[config.mk]
export PLATFORM = sky130hd
export DESIGN_NAME = mbch_cmd_queue
export DESIGN_NICKNAME = d
export VERILOG_FILES = /design/src/rtl/core/mbch_pkg.sv /design/src/rtl/core/mbch_cmd_queue.sv
export SDC_FILE = /design/constraint.sdc
export NUM_CORES = 1
export LEC_CHECK = 0
export BUFFER_PORTS_ARGS = -buffer_cell sky130_fd_sc_hd__buf_2
export CORE_UTILIZATION = 25
export CTS_BUF_LIST = sky130_fd_sc_hd__clkbuf_2 sky130_fd_sc_hd__clkbuf_4 sky130_fd_sc_hd__clkbuf_8
export DETAILED_ROUTE_END_ITERATION = 12
export GPL_TIMING_DRIVEN = 0
export PLACE_DENSITY = 0.53
export SYNTH_ARGS = -nofsm -noshare
export SYNTH_HDL_FRONTEND = slang
export SYNTH_SLANG_ARGS = --single-unit
[constraint.sdc]
create_clock -name clk -period 2.8 [get_ports clk]
set_input_delay 0.28 -clock clk [delete_from_list [all_inputs] [get_ports clk]]
set_output_delay 0.28 -clock clk [all_outputs]
set_load 0.05 [all_outputs]
[src/rtl/core/mbch_pkg.sv]
// shared constants, codes and types of the masked box colour histogram
package mbch_pkg;

    // channel quantisation and default sizes
    localparam int LEVELS_PER_CHANNEL = 16;
    localparam int LEVEL_BITS         = 4;
    localparam int BIN_TOTAL_DEF      = 4096;
    localparam int COORD_BITS_DEF     = 11;
    localparam int COUNT_BITS_DEF     = 22;

    // raw bin sum and read index both span this many bits
    localparam int BIN_RAW_BITS = 12;

    // image size after reset
    localparam int IMAGE_WIDTH_RESET  = 640;
    localparam int IMAGE_HEIGHT_RESET = 480;

    // command queue between front and back
    localparam int QUEUE_DEPTH = 2;
    localparam int OP_BITS     = 2;

    // configuration port
    localparam int CFG_IDX_BITS = 3;

    typedef enum logic [CFG_IDX_BITS-1:0] {
        CFG_CENTER_X     = 3'd0,
        CFG_CENTER_Y     = 3'd1,
        CFG_BOX_WIDTH    = 3'd2,
        CFG_BOX_HEIGHT   = 3'd3,
        CFG_IMAGE_WIDTH  = 3'd4,
        CFG_IMAGE_HEIGHT = 3'd5
    } cfg_reg_t;

    // input item kinds
    typedef enum logic [1:0] {
        KIND_CLEAR = 2'd0,
        KIND_PIXEL = 2'd1,
        KIND_READ  = 2'd2
    } kind_t;

    // commands handed to the back end
    typedef enum logic [OP_BITS-1:0] {
        CMD_CLEAR = 2'd0,
        CMD_PIXEL = 2'd1,
        CMD_READ  = 2'd2
    } cmd_op_t;

    // back end sequencer
    typedef enum logic [2:0] {
        BK_IDLE,
        BK_SWEEP,
        BK_PIX_WR,
        BK_RESP
    } back_state_t;

    // status from back end to front end
    typedef struct packed {
        logic init_busy;
        logic sweeping;
    } back_status_t;

endpackage

[src/rtl/core/mbch_cmd_queue.sv]
// short command queue between the front and back ends
module mbch_cmd_queue
    import mbch_pkg::*;
#(
    parameter int WIDTH = OP_BITS + 12
) (
    input  logic             clk,
    input  logic             rst_n,
    input  logic             push,
    input  logic [WIDTH-1:0] push_data,
    output logic             full,
    input  logic             pop,
    output logic [WIDTH-1:0] pop_data,
    output logic             empty
);

    localparam int PTR_W = (QUEUE_DEPTH > 1) ? $clog2(QUEUE_DEPTH) : 1;
    localparam int CNT_W = $clog2(QUEUE_DEPTH + 1);

    logic [WIDTH-1:0] slot_reg [QUEUE_DEPTH];
    logic [PTR_W-1:0] wr_ptr_reg;
    logic [PTR_W-1:0] wr_ptr_next;
    logic [PTR_W-1:0] rd_ptr_reg;
    logic [PTR_W-1:0] rd_ptr_next;
    logic [CNT_W-1:0] count_reg;
    logic [CNT_W-1:0] count_next;

    assign full     = (count_reg == CNT_W'(QUEUE_DEPTH));
    assign empty    = (count_reg == '0);
    assign pop_data = slot_reg[rd_ptr_reg];

    // pointer and fill bookkeeping
    always_comb
    begin
        wr_ptr_next = wr_ptr_reg;
        rd_ptr_next = rd_ptr_reg;
        count_next  = count_reg;
        if (push)
        begin
            wr_ptr_next = (wr_ptr_reg == PTR_W'(QUEUE_DEPTH - 1)) ? '0 : wr_ptr_reg + 1'b1;
        end
        if (pop)
        begin
            rd_ptr_next = (rd_ptr_reg == PTR_W'(QUEUE_DEPTH - 1)) ? '0 : rd_ptr_reg + 1'b1;
        end
        priority if (push && !pop)
        begin
            count_next = count_reg + 1'b1;
        end
        else if (pop && !push)
        begin
            count_next = count_reg - 1'b1;
        end
        else
        begin
            count_next = count_reg;
        end
    end

    always_ff @(posedge clk or negedge rst_n)
    begin
        if (!rst_n)
        begin
            wr_ptr_reg <= '0;
            rd_ptr_reg <= '0;
            count_reg  <= '0;
        end
        else
        begin
            wr_ptr_reg <= wr_ptr_next;
            rd_ptr_reg <= rd_ptr_next;
            count_reg  <= count_next;
        end
    end

    // slot storage
    always_ff @(posedge clk)
    begin
        if (push)
        begin
            slot_reg[wr_ptr_reg] <= push_data;
        end
    end

endmodule

==> impl_metrics.csv <==
group,metric,value,unit
die,start_util,26.29,%
worst_setup_path,critPathMaxFanout,14,
timing,rsz0062_at_grt,"no",
power_and_ir_drop,irDropWorstVdd,0.3022,mV
worst_setup_path,crit_path_cell_trace,"nor2b_1",
timing,slew_headroom,12.94,%
die,rows,25,
worst_setup_path,cp_slowest_cell,"nor2b_1",
die,die_w,72.71,microns
timing,setup_viol_count_final,0,
logic_synthesis,synth_seq_area_share,75.28,%
clock_network,numCtsBuffers,5,
global_route,grt_first_pass_wirelength,3.270,mm
worst_setup_path,critPathRequiredTime,2680,ps
logic_synthesis,yosysMostFrequentCell,"edfxtp_1",
placed_design,placed_cells,160,
timing,slew_violations,0,
hold_path,hold_class,"primary input to flip-flop",
timing,fmax,557.4,MHz
global_route,grt_usage,9.190,%
finish,n_fill_cell,485,
logic_synthesis,ys_ff_latch,32,
finish,nets,120,
timing,hold_viol_final,0,
clock_network,clk_latency,270,ps
finish,layout.cells.non_filler,168,
route,wirelength,2.137,mm
finish,area_delta_synth_final,27.23,%
worst_setup_path,timing.rr.start,"wr_ptr_reg",
finish,largest_reg_flops,28,
logic_synthesis,synth_edf_count,28,
finish,drive_above_1_share,55.45,%
route,drc,0,
timing,fin_setup_tns,0,ps
die,ioPinCount,34,
logic_synthesis,ys.flop_type,"edfxtp_1",
worst_setup_path,critPathKind,"flip-flop to flip-flop",
power_and_ir_drop,p_leak,0.6436,nW
route,routedWlPerCell,12.72,microns
global_route,gr-total-overflow,0,
hold_path,whs_path_depth,1,
logic_synthesis,avgSynthCellArea,20.83,sq um
clock_network,h-tree-depth,2,
route,vias,643,
worst_setup_path,path_depth,1,
clock_network,clk_path_buf_depth,2,
hold_path,hp-start,"push_data[6]",
worst_setup_path,r2r_setup_slack,1010,ps
worst_setup_path,cp.buffers_inverters,0,
logic_synthesis,syn-num-nets,79,
worst_setup_path,end_kind,"flip-flop",
finish,num_antenna_cells,0,
hold_path,min_to,"slot_reg[1][6]",
clock_network,root_buffer,"clkbuf_8",
global_route,grt_max_degree,15,
logic_synthesis,yosys-top-cells-count,"edfxtp_1 (28), mux2_4 (9), mux2_2 (5)",
placed_design,gp_congestion,0.7025,
worst_setup_path,worst_r2r_path_depth,1,
timing,finalCritPeriodShare,64.07,%
logic_synthesis,synth_cell_types,13,
placed_design,dp_slack,917.0,ps
global_route,grt_pass1_vias,705,
clock_network,clkTransAtPathRegs,60,ps
die,dieArea,5287,sq um
route,routed_via_density,3.827,
route,first_pass_iters,3,
logic_synthesis,synthesis.yosys.warnings,0,
worst_setup_path,worstPathArrival,1670,ps
worst_setup_path,crit_path_start_kind,"flip-flop",
worst_setup_path,slowest_delay,1000,ps
clock_network,cts_sinks,32,
logic_synthesis,synth-async-reset-ratio,12.50,%
clock_network,ctsResizeCount,0,
timing,final.setup.worst_slack,1006,ps
placed_design,placement.io_buffers,33,
logic_synthesis,synth_area_leaders,"edfxtp_1 (67%), mux2_4 (11%), dfrtp_1 (8.0%), mux2_2 (4.5%), xor2_1 (2.8%)",
worst_setup_path,reg2reg_to,"slot_reg[0][2]",
die,die_h,72.71,microns
clock_network,cts_tree,"done",
timing,clock_skew,1.840,ps
outcome,outcome,"complete, no violations",
placed_design,hpwl,1.494,mm
logic_synthesis,yosysTopAreaCellShare,67.27,%
power_and_ir_drop,p_per_area,1151,nW/um^2
logic_synthesis,netlist_area,1250,sq um
logic_synthesis,yosysTopAreaCell,"edfxtp_1",
global_route,antenna_found_initial,0,
route,drtIter0Drc,30,
logic_synthesis,synth_cells,60,
route,ant_nets,0,
flow_run,cap_violations,0,
die,design.core.area,4755,sq um
worst_setup_path,path_delay_family,"simple AND/OR/NAND/NOR gates",
timing,tightest_slew,1303,ps
timing,fin_crit,1794,ps
cells in the final DEF (no fill, tap or decap):
cell	netlist	routed
clkbuf_8	0	5
xnor2_1	1	1
buf_2	0	33
clkinv_2	0	1
xor2_1	4	4
mux2_4	9	9
dfrtp_1	4	4
buf_12	1	1
inv_1	1	1
edfxtp_1	28	28
buf_6	1	1
ha_1	1	1
and2_1	1	1
clkbuf_4	0	1
nor2_1	2	2
dlygate4sd3_1	0	1
mux2_2	5	5
nor2b_1	2	2
cells by family (layout without fill, tap and decap cells):
kind of cell             after synthesis  after routing  share of synthesized area, %
adder cells (fa/ha/maj)                1              1                         1.001
AND/OR/NAND/NOR                        5              5                         2.102
flip-flops                            32             32                         75.28
XOR/XNOR                               5              5                         3.503
buffers and inverters                  3             44                         2.803
multiplexers                          14             14                         15.32
where the power goes:
| part | switching, mW | leakage (nW) | internal, mW |
|---|---|---|---|
| clock network | 0.147 | 0.0445 | 0.178 |
| logic | 0.544 | 0.290 | 0.271 |
| registers | 0.0448 | 0.309 | 0.645 |
| total | 0.736 | 0.644 | 1.09 |
layer usage:
metal  GRT usage [%]  wire (microns)  up-vias
met1           9.219             850      318
met5               0               0        -
met4           7.843              34        0
met3           2.624              93        2
met2           15.68            1159       20
li1                -               -      303
area by class of cell:
class                      count  area, sq um  area share [%]
sequential                    32        940.9           59.17
buffer                         2        31.28           1.967
clock inverter                 1        5.005          0.3147
inverter                       1        3.754          0.2360
clock buffer                   6        76.32           4.799
timing repair buffer          34        175.2           11.01
multi-input combinational     25        274.0           17.23
tap                           67        83.83           5.271
per-stage QoR:
step | hold slack (ps) | total power [mW] | instance area (sq um) | utilization (%)
after floorplan | -15.59 | 1.362 | 1250 | -
after global placement | 86.65 | 1.507 | 1499 | 31.53
after detailed placement | 91.14 | 1.528 | 1499 | 31.53
after CTS | 183.6 | 1.861 | 1590 | 33.45
after global routing | 185.5 | 1.917 | 1590 | 33.45
final | 198.7 | 1.830 | 1590 | 33.45
worst max path at each step:
stage / from / end / slack, ps
floorplan: wr_ptr_reg / slot_reg[0][0] / 1360
global placement: push / slot_reg[0][11] / 940
detailed placement: push / slot_reg[0][9] / 920
CTS: wr_ptr_reg / slot_reg[0][0] / 940
global route: wr_ptr_reg / slot_reg[0][8] / 860
finish: wr_ptr_reg / slot_reg[0][2] / 1010
repair_timing:
action / 4_1_cts / 5_1_grt
hold buffers: 1 / 0
endpoints found under the hold margin: 4 / 0
buffers inserted: 0 / 0
(Power assumes the default switching activity.)
