### config.mk
export PLATFORM = sky130hd
export DESIGN_NAME = mbch_front_flat
export DESIGN_NICKNAME = d
export VERILOG_FILES = /design/src/rtl/core/mbch_pkg.sv /design/src/rtl/core/mbch_if.sv /design/src/rtl/core/mbch_front.sv /design/src/flat_wrapper.sv
export SDC_FILE = /design/constraint.sdc
export NUM_CORES = 1
export LEC_CHECK = 0
export BUFFER_PORTS_ARGS = -buffer_cell sky130_fd_sc_hd__clkbuf_2
export CAP_MARGIN = 15
export CORE_MARGIN = 2
export CORE_UTILIZATION = 45
export CTS_CLUSTER_SIZE = 28
export DETAILED_ROUTE_END_ITERATION = 12
export PLACE_DENSITY = 0.63
export REMOVE_ABC_BUFFERS = 1
export SLEW_MARGIN = 40
export SYNTH_ARGS = -nofsm -noshare
export SYNTH_HDL_FRONTEND = slang
export SYNTH_SLANG_ARGS = --single-unit
export TNS_END_PERCENT = 5
### constraint.sdc
create_clock -name clk -period 8.14 [get_ports clk]
set_input_delay 1.628 -clock clk [delete_from_list [all_inputs] [get_ports clk]]
set_output_delay 1.628 -clock clk [all_outputs]
set_load 0.005 [all_outputs]
### src/rtl/core/mbch_pkg.sv
// shared constants, codes and types of the masked box colour histogram
package mbch_pkg;

    // channel quantisation and default sizes
    localparam int LEVELS_PER_CHANNEL = 16;
    localparam int LEVEL_BITS         = 4;
    localparam int BIN_TOTAL_DEF      = 4096;
    localparam int COORD_BITS_DEF     = 11;
    localparam int COUNT_BITS_DEF     = 22;

    // raw bin sum and read index both span this many bits
    localparam int BIN_RAW_BITS = 12;

    // image size after reset
    localparam int IMAGE_WIDTH_RESET  = 640;
    localparam int IMAGE_HEIGHT_RESET = 480;

    // command queue between front and back
    localparam int QUEUE_DEPTH = 2;
    localparam int OP_BITS     = 2;

    // configuration port
    localparam int CFG_IDX_BITS = 3;

    typedef enum logic [CFG_IDX_BITS-1:0] {
        CFG_CENTER_X     = 3'd0,
        CFG_CENTER_Y     = 3'd1,
        CFG_BOX_WIDTH    = 3'd2,
        CFG_BOX_HEIGHT   = 3'd3,
        CFG_IMAGE_WIDTH  = 3'd4,
        CFG_IMAGE_HEIGHT = 3'd5
    } cfg_reg_t;

    // input item kinds
    typedef enum logic [1:0] {
        KIND_CLEAR = 2'd0,
        KIND_PIXEL = 2'd1,
        KIND_READ  = 2'd2
    } kind_t;

    // commands handed to the back end
    typedef enum logic [OP_BITS-1:0] {
        CMD_CLEAR = 2'd0,
        CMD_PIXEL = 2'd1,
        CMD_READ  = 2'd2
    } cmd_op_t;

    // back end sequencer
    typedef enum logic [2:0] {
        BK_IDLE,
        BK_SWEEP,
        BK_PIX_WR,
        BK_RESP
    } back_state_t;

    // status from back end to front end
    typedef struct packed {
        logic init_busy;
        logic sweeping;
    } back_status_t;

endpackage

### src/rtl/core/mbch_if.sv
// handshake channels of the masked box colour histogram

// input item channel
interface mbch_in_if
    import mbch_pkg::*;
#(
    parameter int COORD_BITS = COORD_BITS_DEF
);
    logic                    valid;
    logic                    ready;
    logic [1:0]              kind;
    logic [COORD_BITS-1:0]   col;
    logic [COORD_BITS-1:0]   row;
    logic                    fg_mask;
    logic [LEVEL_BITS-1:0]   blue_bin;
    logic [LEVEL_BITS-1:0]   green_bin;
    logic [LEVEL_BITS-1:0]   red_bin;
    logic [BIN_RAW_BITS-1:0] read_index;

    modport source (
        output valid, kind, col, row, fg_mask, blue_bin, green_bin, red_bin, read_index,
        input  ready
    );
    modport sink (
        input  valid, kind, col, row, fg_mask, blue_bin, green_bin, red_bin, read_index,
        output ready
    );
endinterface


// configuration write channel
interface mbch_cfg_if
    import mbch_pkg::*;
#(
    parameter int DATA_BITS = COORD_BITS_DEF + 1
);
    logic                    valid;
    logic                    ready;
    logic [CFG_IDX_BITS-1:0] index;
    logic [DATA_BITS-1:0]    data;

    modport source (
        output valid, index, data,
        input  ready
    );
    modport sink (
        input  valid, index, data,
        output ready
    );
endinterface

### src/rtl/core/mbch_front.sv
// front end: configuration registers, box test and bin index, command issue
module mbch_front
    import mbch_pkg::*;
#(
    parameter int COORD_BITS = COORD_BITS_DEF,
    parameter int BIN_TOTAL  = BIN_TOTAL_DEF
) (
    input  logic                                     clk,
    input  logic                                     rst_n,
    mbch_in_if.sink                                  in_ch,
    mbch_cfg_if.sink                                 cfg_ch,
    input  back_status_t                             status,
    input  logic                                     q_full,
    output logic                                     q_push,
    output logic [OP_BITS+$clog2(BIN_TOTAL)-1:0]     q_data
);

    localparam int CW        = COORD_BITS;
    localparam int SW        = COORD_BITS + 3;
    localparam int IDX_W     = $clog2(BIN_TOTAL);
    localparam int RAW_SPAN  = 1 << BIN_RAW_BITS;
    localparam int MOD_STEPS = $clog2((RAW_SPAN + BIN_TOTAL - 1) / BIN_TOTAL);
    localparam int MOD_W     = BIN_RAW_BITS + 1;

    logic [CW-1:0] center_x_reg;
    logic [CW-1:0] center_y_reg;
    logic [CW-1:0] box_width_reg;
    logic [CW-1:0] box_height_reg;
    logic [CW:0]   image_width_reg;
    logic [CW:0]   image_height_reg;

    logic                    accept;
    logic                    in_box;
    logic [BIN_RAW_BITS-1:0] pix_raw;
    logic [IDX_W-1:0]        pix_idx;
    logic [IDX_W-1:0]        read_idx;
    cmd_op_t                 op;
    logic [IDX_W-1:0]        idx;

    // clipped span test: pos in [max(0, c - s/2), min(c + s/2, lim - 1))
    function automatic logic in_span(
        input logic [CW-1:0] pos,
        input logic [CW-1:0] c,
        input logic [CW-1:0] s,
        input logic [CW:0]   lim
    );
        logic signed [SW-1:0] lo;
        logic signed [SW-1:0] hi;
        logic signed [SW-1:0] lim_m1;
        logic signed [SW-1:0] pos_s;
        lo     = $signed(SW'(c)) - $signed(SW'(s >> 1));
        hi     = $signed(SW'(c)) + $signed(SW'(s >> 1));
        lim_m1 = $signed(SW'(lim)) - $signed(SW'(1));
        pos_s  = $signed(SW'(pos));
        if (lo < $signed(SW'(0)))
        begin
            lo = '0;
        end
        if (hi >= lim_m1)
        begin
            hi = lim_m1;
        end
        return (pos_s >= lo) && (pos_s < hi);
    endfunction

    // remainder by the bin count through constant restoring steps
    function automatic logic [IDX_W-1:0] bin_wrap(input logic [BIN_RAW_BITS-1:0] raw);
        logic [MOD_W-1:0] v;
        v = MOD_W'(raw);
        for (int k = MOD_STEPS - 1; k >= 0; k--)
        begin
            if (v >= MOD_W'(BIN_TOTAL << k))
            begin
                v = v - MOD_W'(BIN_TOTAL << k);
            end
        end
        return IDX_W'(v);
    endfunction

    // configuration writes
    assign cfg_ch.ready = 1'b1;

    always_ff @(posedge clk or negedge rst_n)
    begin
        if (!rst_n)
        begin
            center_x_reg     <= '0;
            center_y_reg     <= '0;
            box_width_reg    <= '0;
            box_height_reg   <= '0;
            image_width_reg  <= (CW+1)'(IMAGE_WIDTH_RESET);
            image_height_reg <= (CW+1)'(IMAGE_HEIGHT_RESET);
        end
        else if (cfg_ch.valid)
        begin
            unique case (cfg_ch.index)
                CFG_CENTER_X:     center_x_reg     <= cfg_ch.data[CW-1:0];
                CFG_CENTER_Y:     center_y_reg     <= cfg_ch.data[CW-1:0];
                CFG_BOX_WIDTH:    box_width_reg    <= cfg_ch.data[CW-1:0];
                CFG_BOX_HEIGHT:   box_height_reg   <= cfg_ch.data[CW-1:0];
                CFG_IMAGE_WIDTH:  image_width_reg  <= cfg_ch.data[CW:0];
                CFG_IMAGE_HEIGHT: image_height_reg <= cfg_ch.data[CW:0];
                default:
                begin
                end
            endcase
        end
    end

    // item acceptance: held off by a full queue and by the reset clearing pass
    assign in_ch.ready = !q_full && !status.init_busy;
    assign accept      = in_ch.valid && in_ch.ready;

    // box membership of a pixel
    assign in_box = in_ch.fg_mask
                 && in_span(in_ch.col, center_x_reg, box_width_reg, image_width_reg)
                 && in_span(in_ch.row, center_y_reg, box_height_reg, image_height_reg);

    // colour bin and read bin
    assign pix_raw  = BIN_RAW_BITS'(in_ch.blue_bin)
                    + BIN_RAW_BITS'(in_ch.green_bin * LEVELS_PER_CHANNEL)
                    + BIN_RAW_BITS'(in_ch.red_bin * (LEVELS_PER_CHANNEL * LEVELS_PER_CHANNEL));
    assign pix_idx  = bin_wrap(pix_raw);
    assign read_idx = bin_wrap(in_ch.read_index);

    // classify and issue
    always_comb
    begin
        q_push = 1'b0;
        op     = CMD_CLEAR;
        idx    = '0;
        unique case (in_ch.kind)
            KIND_CLEAR:
            begin
                q_push = accept;
                op     = CMD_CLEAR;
            end
            KIND_PIXEL:
            begin
                q_push = accept && in_box;
                op     = CMD_PIXEL;
                idx    = pix_idx;
            end
            KIND_READ:
            begin
                q_push = accept;
                op     = CMD_READ;
                idx    = read_idx;
            end
            default:
            begin
                q_push = 1'b0;
            end
        endcase
    end

    assign q_data = {op, idx};

endmodule

### src/flat_wrapper.sv
// flat-port wrapper written by rule: the top's interface ports become plain ports
module mbch_front_flat import mbch_pkg::*;
#(
    parameter int COORD_BITS = COORD_BITS_DEF,
    parameter int BIN_TOTAL  = BIN_TOTAL_DEF
)
  (clk, rst_n, status, q_full, q_push, q_data, in_ch_valid, in_ch_kind, in_ch_col, in_ch_row, in_ch_fg_mask, in_ch_blue_bin, in_ch_green_bin, in_ch_red_bin, in_ch_read_index, in_ch_ready, cfg_ch_valid, cfg_ch_index, cfg_ch_data, cfg_ch_ready);
  mbch_in_if #(.COORD_BITS(COORD_BITS)) in_ch_i ();
  mbch_cfg_if cfg_ch_i ();
  input  logic clk;
  input  logic rst_n;
  input  back_status_t status;
  input  logic q_full;
  output logic q_push;
  output logic [OP_BITS+$clog2(BIN_TOTAL)-1:0] q_data;
  input wire logic [$bits(in_ch_i.valid)-1:0] in_ch_valid;
  input wire logic [$bits(in_ch_i.kind)-1:0] in_ch_kind;
  input wire logic [$bits(in_ch_i.col)-1:0] in_ch_col;
  input wire logic [$bits(in_ch_i.row)-1:0] in_ch_row;
  input wire logic [$bits(in_ch_i.fg_mask)-1:0] in_ch_fg_mask;
  input wire logic [$bits(in_ch_i.blue_bin)-1:0] in_ch_blue_bin;
  input wire logic [$bits(in_ch_i.green_bin)-1:0] in_ch_green_bin;
  input wire logic [$bits(in_ch_i.red_bin)-1:0] in_ch_red_bin;
  input wire logic [$bits(in_ch_i.read_index)-1:0] in_ch_read_index;
  output wire logic [$bits(in_ch_i.ready)-1:0] in_ch_ready;
  input wire logic [$bits(cfg_ch_i.valid)-1:0] cfg_ch_valid;
  input wire logic [$bits(cfg_ch_i.index)-1:0] cfg_ch_index;
  input wire logic [$bits(cfg_ch_i.data)-1:0] cfg_ch_data;
  output wire logic [$bits(cfg_ch_i.ready)-1:0] cfg_ch_ready;
  assign in_ch_i.valid = in_ch_valid;
  assign in_ch_i.kind = in_ch_kind;
  assign in_ch_i.col = in_ch_col;
  assign in_ch_i.row = in_ch_row;
  assign in_ch_i.fg_mask = in_ch_fg_mask;
  assign in_ch_i.blue_bin = in_ch_blue_bin;
  assign in_ch_i.green_bin = in_ch_green_bin;
  assign in_ch_i.red_bin = in_ch_red_bin;
  assign in_ch_i.read_index = in_ch_read_index;
  assign in_ch_ready = in_ch_i.ready;
  assign cfg_ch_i.valid = cfg_ch_valid;
  assign cfg_ch_i.index = cfg_ch_index;
  assign cfg_ch_i.data = cfg_ch_data;
  assign cfg_ch_ready = cfg_ch_i.ready;
  mbch_front #(.COORD_BITS(COORD_BITS), .BIN_TOTAL(BIN_TOTAL)) u_core (.clk(clk), .rst_n(rst_n), .in_ch(in_ch_i), .cfg_ch(cfg_ch_i), .status(status), .q_full(q_full), .q_push(q_push), .q_data(q_data));
endmodule
==> results.txt, run 1 <==
Tightest Pin Transition - 0.757 ns
Max Fclk - 132 MHz
Final Cycle Share - 0.927
Fin nets - 993
Crit path launch type - flop
Port bufs - 85
Vias in the first global route - 5386
First-pass GRT wire length - 25900 µm
Clock sinks - 66
Floorplan row count - 44
Post-cts sizing count - 0
Die X - 125 µm
Crit. End Element - output port
Syn-to-layout area delta - 13.8%
Worst IR Drop VDD - 0.000115 V
Placed cell count - 978
Arrival @ worst endpoint - 5.92 ns
CP max FO - 23
RSZ-0062 raised after global routing - no
Fin Setup TNS - 0 ns
Commonest non-fill, non-tap cell in the layout - ha_1
Worst Clk Skew - 0 ns
FF/Latch Area - 1660 µm²
Slew HR - 0.492
Synthesized instance count - 725
N_diodes - 0
Leakage power - 3.47 nW
Post-route minimum period - 7.55 ns
Most frequent cells in the layout - ha_1 (113), clkbuf_2 (85), nand2_1 (64)
DP Area - 7190 µm²
Clock buffer count from CTS - 9
Setup repair bufs after CTS - 0
Synth warnings - 0
Wirelength per Cell - 15.4 µm
Register area share after synthesis - 0.253
Final Non-Filler Cells - 994
Endpoints failing setup - 0
Clk_lat worst skew - 0.33 ns
1st-iter DRT viols - 294
Power per cell area - 330 nW/µm²
Status - finished, final reports clean
Area taken by multi-input logic gates - 4670 µm²
Total I/O pin count - 88
Yosys reg bits - 66
Avg Cell Area, Syn - 9.06 µm²
Max_cap viols - 0
Cell Area, Synth - 6570 µm²
TritonRoute pass-1 iters - 4
Post-DRT Antenna Nets - 0
Met1 WL - 7220 µm
Via/cell ratio - 5.49
Critical path class - reg2out
Worst Path Required - 6.51 ns
DR WL met2 - 7060 µm
DP HPWL - 12600 µm
Setup ws final - 0.590 ns
Cell variety after synth - 63
Initial Utilization - 0.455
Congestion Overflow GR - 0
Global-route usage over all layers - 0.201
Clk slew on worst S/H paths - 0.05 ns
Antenna violations before repair - 0
Final RePlAce weighted congestion - 0.833
Share of post-route cells with drive strength above 1 - 0.207
Min-delay worst type - reg2reg
Largest net degree at the start of global routing - 67
CTS tree - built
Total wire length - 15300 µm
Core Area - 14400 µm²
Hold buffers post-CTS - 0
Die ar. - 15600 µm²
H-tree levels - 3
CTS root buf - clkbuf_16
Met3 wire length - 688 µm
Via count - 5456
Hold Violations, Final - 0
DR DRC count - 0
Dpl ws - 0.983 ns
CTS max path bufs - 2
Die Y - 125 µm
Cell area after layout - 7470 µm²
Number of synthesized flops with an enable pin - 0
Synth Flop Type - dfrtp_1
Fillers - 1377
Top Metal Used - met4
FFs w/ async S/R, synth - 1.00
Max-slew violation count - 0
-- cells in the mapped netlist, types with 5 or more instances --
cell      number  share of area
o21bai_1       7         0.0080
nand4_1        5         0.0048
nor3b_1        5         0.0057
o21ai_1       29          0.022
xnor2_1       35          0.047
mux2_2        50          0.086
nand3_1        6         0.0046
inv_1         50          0.029
xor2_1        13          0.017
dfrtp_1       60           0.23
nand2b_1      10         0.0095
a31oi_1        6         0.0057
dfstp_2        6          0.024
a22oi_1       13          0.015
o21ai_0       34          0.026
clkbuf_1      16         0.0091
nor2_1        35          0.020
nor3_1        15          0.011
o21a_1         5         0.0057
nor2b_1       26          0.025
a211oi_1       6         0.0069
a21o_1        13          0.015
nand2_1       64          0.037
o211ai_1       8         0.0091
ha_1         113           0.22
a21oi_1       33          0.025
-- power by group --
part	internal, mW	total (mW)	leakage, nW	switching [mW]
clock network	0.223	0.353	0.131	0.130
registers	0.406	0.478	0.786	0.0727
logic	0.716	1.64	2.56	0.919
-- cells by family (layout without fill, tap and decap cells) --
family	after synthesis	in the layout	share of synthesized area
other	1	1	0.000571
DFF	66	66	0.253
muxes	53	53	0.0905
and+or+nand+nor	195	195	0.156
buffers and inverters	70	155	0.0408
xor gates and xnor gates	48	48	0.0640
AOI/OAI and AO/OA	175	175	0.168
adders and majority gates	117	117	0.227
-- layer usage --
layer,GRT usage,up-vias
met5,0,-
met4,0.0601,0
met3,0.0395,20
met2,0.325,121
met1,0.272,2564
li1,-,2751
-- worst paths after layout --
kind / startpoint / to / slack (ns) / depth (start not counted)
hold reg to reg: u_core.image_height_reg[1] / u_core.image_height_reg[1] / 0.54 / 1
setup / recovery: u_core.box_width_reg[1] / q_push / 0.59 / 24
max in group asynchronous: rst_n / u_core.box_width_reg[9] / 6.32 / 2
hold / removal: u_core.image_height_reg[1] / u_core.image_height_reg[1] / 0.54 / 1
setup reg to reg: u_core.image_width_reg[4] / u_core.image_width_reg[4] / 7.28 / 1
min in group asynchronous: rst_n / u_core.box_width_reg[1] / 1.37 / 2
-- final cells by class --
class,count,area share
Clock buffer,16,0.0363
Sequential cell,66,0.222
Multi-Input combinational cell,589,0.625
Tap cell,184,0.0308
Inverter,51,0.0256
Timing Repair Buffer,88,0.0604
-- metrics by stage --
| stage | hold WS [ns] | power [mW] | utilization |
|---|---|---|---|
| floorplan | 0.503 | 1.70 | - |
| global placement | 0.520 | 2.05 | 0.498 |
| detailed placement | 0.527 | 2.11 | 0.499 |
| CTS | 0.539 | 2.48 | 0.518 |
| global route | 0.546 | 2.76 | 0.518 |
| finish | 0.536 | 2.47 | 0.518 |
-- worst max-delay path, stage by stage (launching register included) --
cell,delay (ns)
dfrtp_1,0.38
ha_1,0.19
inv_1,0.05
fa_1,0.40
o21bai_1,0.15
a21o_1,0.17
a21oi_1,0.11
o21ai_1,0.19
a31oi_1,0.12
o21bai_1,0.17
xnor2_1,0.19
ha_1,0.29
and4_1,0.20
a221oi_1,0.43
o211ai_4,0.32
nand2_1,0.14
o21ai_1,0.08
ha_1,0.32
a21o_1,0.18
a21o_1,0.17
a211oi_1,0.42
o311ai_1,0.23
and3_1,0.25
nor4_2,0.26
clkbuf_2,0.16
Note: power is estimated with default switching activity, not from simulation.
==> run 2: changes to the inputs <==
--- a/config.mk
+++ b/config.mk
@@ -5,11 +5,11 @@
 export SDC_FILE = /design/constraint.sdc
 export NUM_CORES = 1
 export LEC_CHECK = 0
-export BUFFER_PORTS_ARGS = -buffer_cell sky130_fd_sc_hd__clkbuf_2
+export BUFFER_PORTS_ARGS = -buffer_cell sky130_fd_sc_hd__buf_2
 export CAP_MARGIN = 15
 export CORE_MARGIN = 2
 export CORE_UTILIZATION = 45
-export CTS_CLUSTER_SIZE = 28
+export CTS_CLUSTER_SIZE = 16
 export DETAILED_ROUTE_END_ITERATION = 12
 export PLACE_DENSITY = 0.63
 export REMOVE_ABC_BUFFERS = 1
==> results.txt, run 2 (same netlist as run 1, synthesis figures left out) <==
Status - finished, final reports clean (unchanged)
Post-route minimum period - 7.65 ns (was 7.55 ns)
Share of post-route cells with drive strength above 1 - 0.210 (was 0.207)
Clk slew on worst S/H paths - 0.05 ns (about the same)
Worst Clk Skew - 0 ns (unchanged)
H-tree levels - 3 (unchanged)
Placed cell count - 978 (unchanged)
Min-delay worst type - reg2reg (unchanged)
Max Fclk - 131 MHz (was 132 MHz)
Die ar. - 15600 µm² (unchanged)
Worst IR Drop VDD - 0.000119 V (was 0.000115 V)
Clk_lat worst skew - 0.33 ns (about the same)
Power per cell area - 334 nW/µm² (was 330 nW/µm²)
Core Area - 14400 µm² (unchanged)
Floorplan row count - 44 (unchanged)
Final Cycle Share - 0.940 (was 0.927)
Most frequent cells in the layout - ha_1 (113), buf_2 (85), nand2_1 (64) (was ha_1 (113), clkbuf_2 (85), nand2_1 (64))
Via/cell ratio - 5.53 (was 5.49)
Setup repair bufs after CTS - 0 (unchanged)
Via count - 5499 (was 5456)
Hold buffers post-CTS - 0 (unchanged)
N_diodes - 0 (unchanged)
First-pass GRT wire length - 26500 µm (was 25900 µm)
Leakage power - 3.48 nW (was 3.47 nW)
Total I/O pin count - 88 (unchanged)
DP HPWL - 12700 µm (was 12600 µm)
CTS root buf - clkbuf_16 (unchanged)
Congestion Overflow GR - 0 (unchanged)
Clock sinks - 66 (unchanged)
Final Non-Filler Cells - 994 (unchanged)
CP max FO - 23 (unchanged)
Die X - 125 µm (unchanged)
Max-slew violation count - 0 (unchanged)
TritonRoute pass-1 iters - 5 (was 4)
CTS max path bufs - 2 (unchanged)
1st-iter DRT viols - 313 (was 294)
Crit. End Element - output port (unchanged)
Endpoints failing setup - 0 (unchanged)
Fin Setup TNS - 0 ns (unchanged)
Antenna violations before repair - 0 (unchanged)
Critical path class - reg2out (unchanged)
Tightest Pin Transition - 0.752 ns (was 0.757 ns)
Max_cap viols - 0 (unchanged)
Final RePlAce weighted congestion - 0.843 (was 0.833)
Clock buffer count from CTS - 9 (unchanged)
Syn-to-layout area delta - 14.1% (was 13.8%)
CTS tree - built (unchanged)
Port bufs - 85 (unchanged)
Post-DRT Antenna Nets - 0 (unchanged)
Total wire length - 15500 µm (was 15300 µm)
Arrival @ worst endpoint - 6.03 ns (was 5.92 ns)
Crit path launch type - flop (unchanged)
Initial Utilization - 0.455 (unchanged)
Slew HR - 0.495 (was 0.492)
Vias in the first global route - 5542 (was 5386)
Worst Path Required - 6.51 ns (about the same)
Fin nets - 993 (unchanged)
RSZ-0062 raised after global routing - no (unchanged)
Global-route usage over all layers - 0.205 (was 0.201)
Largest net degree at the start of global routing - 67 (unchanged)
Hold Violations, Final - 0 (unchanged)
Commonest non-fill, non-tap cell in the layout - ha_1 (unchanged)
Die Y - 125 µm (unchanged)
Wirelength per Cell - 15.6 µm (was 15.4 µm)
DR DRC count - 0 (unchanged)
## run 2: cell types whose count changed in the layout (fill, tap and decap cells not counted), sizes merged
| cell | previous run | this run |
|---|---|---|
| clkinv | 0 | 2 |
| bufinv | 0 | 1 |
| clkbuf | 101 | 13 |
| buf | 3 | 88 |
## run 2: power by group
part,switching (mW),total (mW),internal (mW)
Combinational,0.926,1.64,0.719
Clock,0.134,0.379,0.244
Sequential,0.0733,0.479,0.406
## run 2: final timing paths
path | endpoint | slack [ns] | startpoint | cells past startpoint
setup / recovery | q_push | 0.49 | u_core.box_width_reg[1] | 24
hold / removal | u_core.image_height_reg[0] | 0.53 | u_core.image_height_reg[0] | 1
setup reg to reg | u_core.image_width_reg[4] | 7.26 | u_core.image_width_reg[4] | 1
hold reg to reg | u_core.image_height_reg[0] | 0.53 | u_core.image_height_reg[0] | 1
max in group asynchronous | u_core.center_x_reg[10] | 6.34 | rst_n | 2
min in group asynchronous | u_core.box_width_reg[1] | 1.39 | rst_n | 2
## run 2: through the flow
step	utilization	power, mW	worst slack, ns	hold slack (ns)	cell area (µm²)
after global routing	0.519	2.78	0.0615	0.546	7490
after global placement	0.498	2.05	1.02	0.520	7180
after CTS	0.519	2.51	0.494	0.533	7480
final	0.519	2.50	0.486	0.532	7490
after floorplan	-	1.70	1.95	0.503	6490
after detailed placement	0.499	2.11	0.887	0.522	7190
## run 2: per-layer routing
layer	up-vias	GRT usage	wire length, µm
met2	125	0.345	7280
met4	0	0.0556	297
met5	-	0	0
met3	14	0.0434	641
li1	2747	-	-
met1	2613	0.267	7330
## run 2: worst max-delay path: stages (launching register included)
cell and delay [ns]:
dfrtp_1 0.37, ha_1 0.18, inv_1 0.05, fa_1 0.40
o21bai_1 0.17, a21o_1 0.18, a21oi_1 0.11, o21ai_1 0.20
a31oi_1 0.13, o21bai_1 0.18, xnor2_1 0.19, ha_1 0.29
and4_1 0.19, a221oi_1 0.43, o211ai_4 0.32, nand2_1 0.14
o21ai_1 0.09, ha_1 0.32, a21o_1 0.18, a21o_1 0.17
a211oi_1 0.41, o311ai_1 0.25, and3_1 0.26, nor4_2 0.31
buf_2 0.17
## run 2: area by class of cell
class,count,area (µm²)
Multi-Input combinational cell,589,4670
Clock inverter,3,40.0
Sequential cell,66,1660
Inverter,51,191
Tap cell,184,230
Timing Repair Buffer,88,452
Clock buffer,13,250
Fill cell,1378,6930
## run 2: timing repair
action,4_1_cts,5_1_grt
endpoints found under the setup margin,0,1
resized for setup,0,1
hold endpoints to repair,0,0
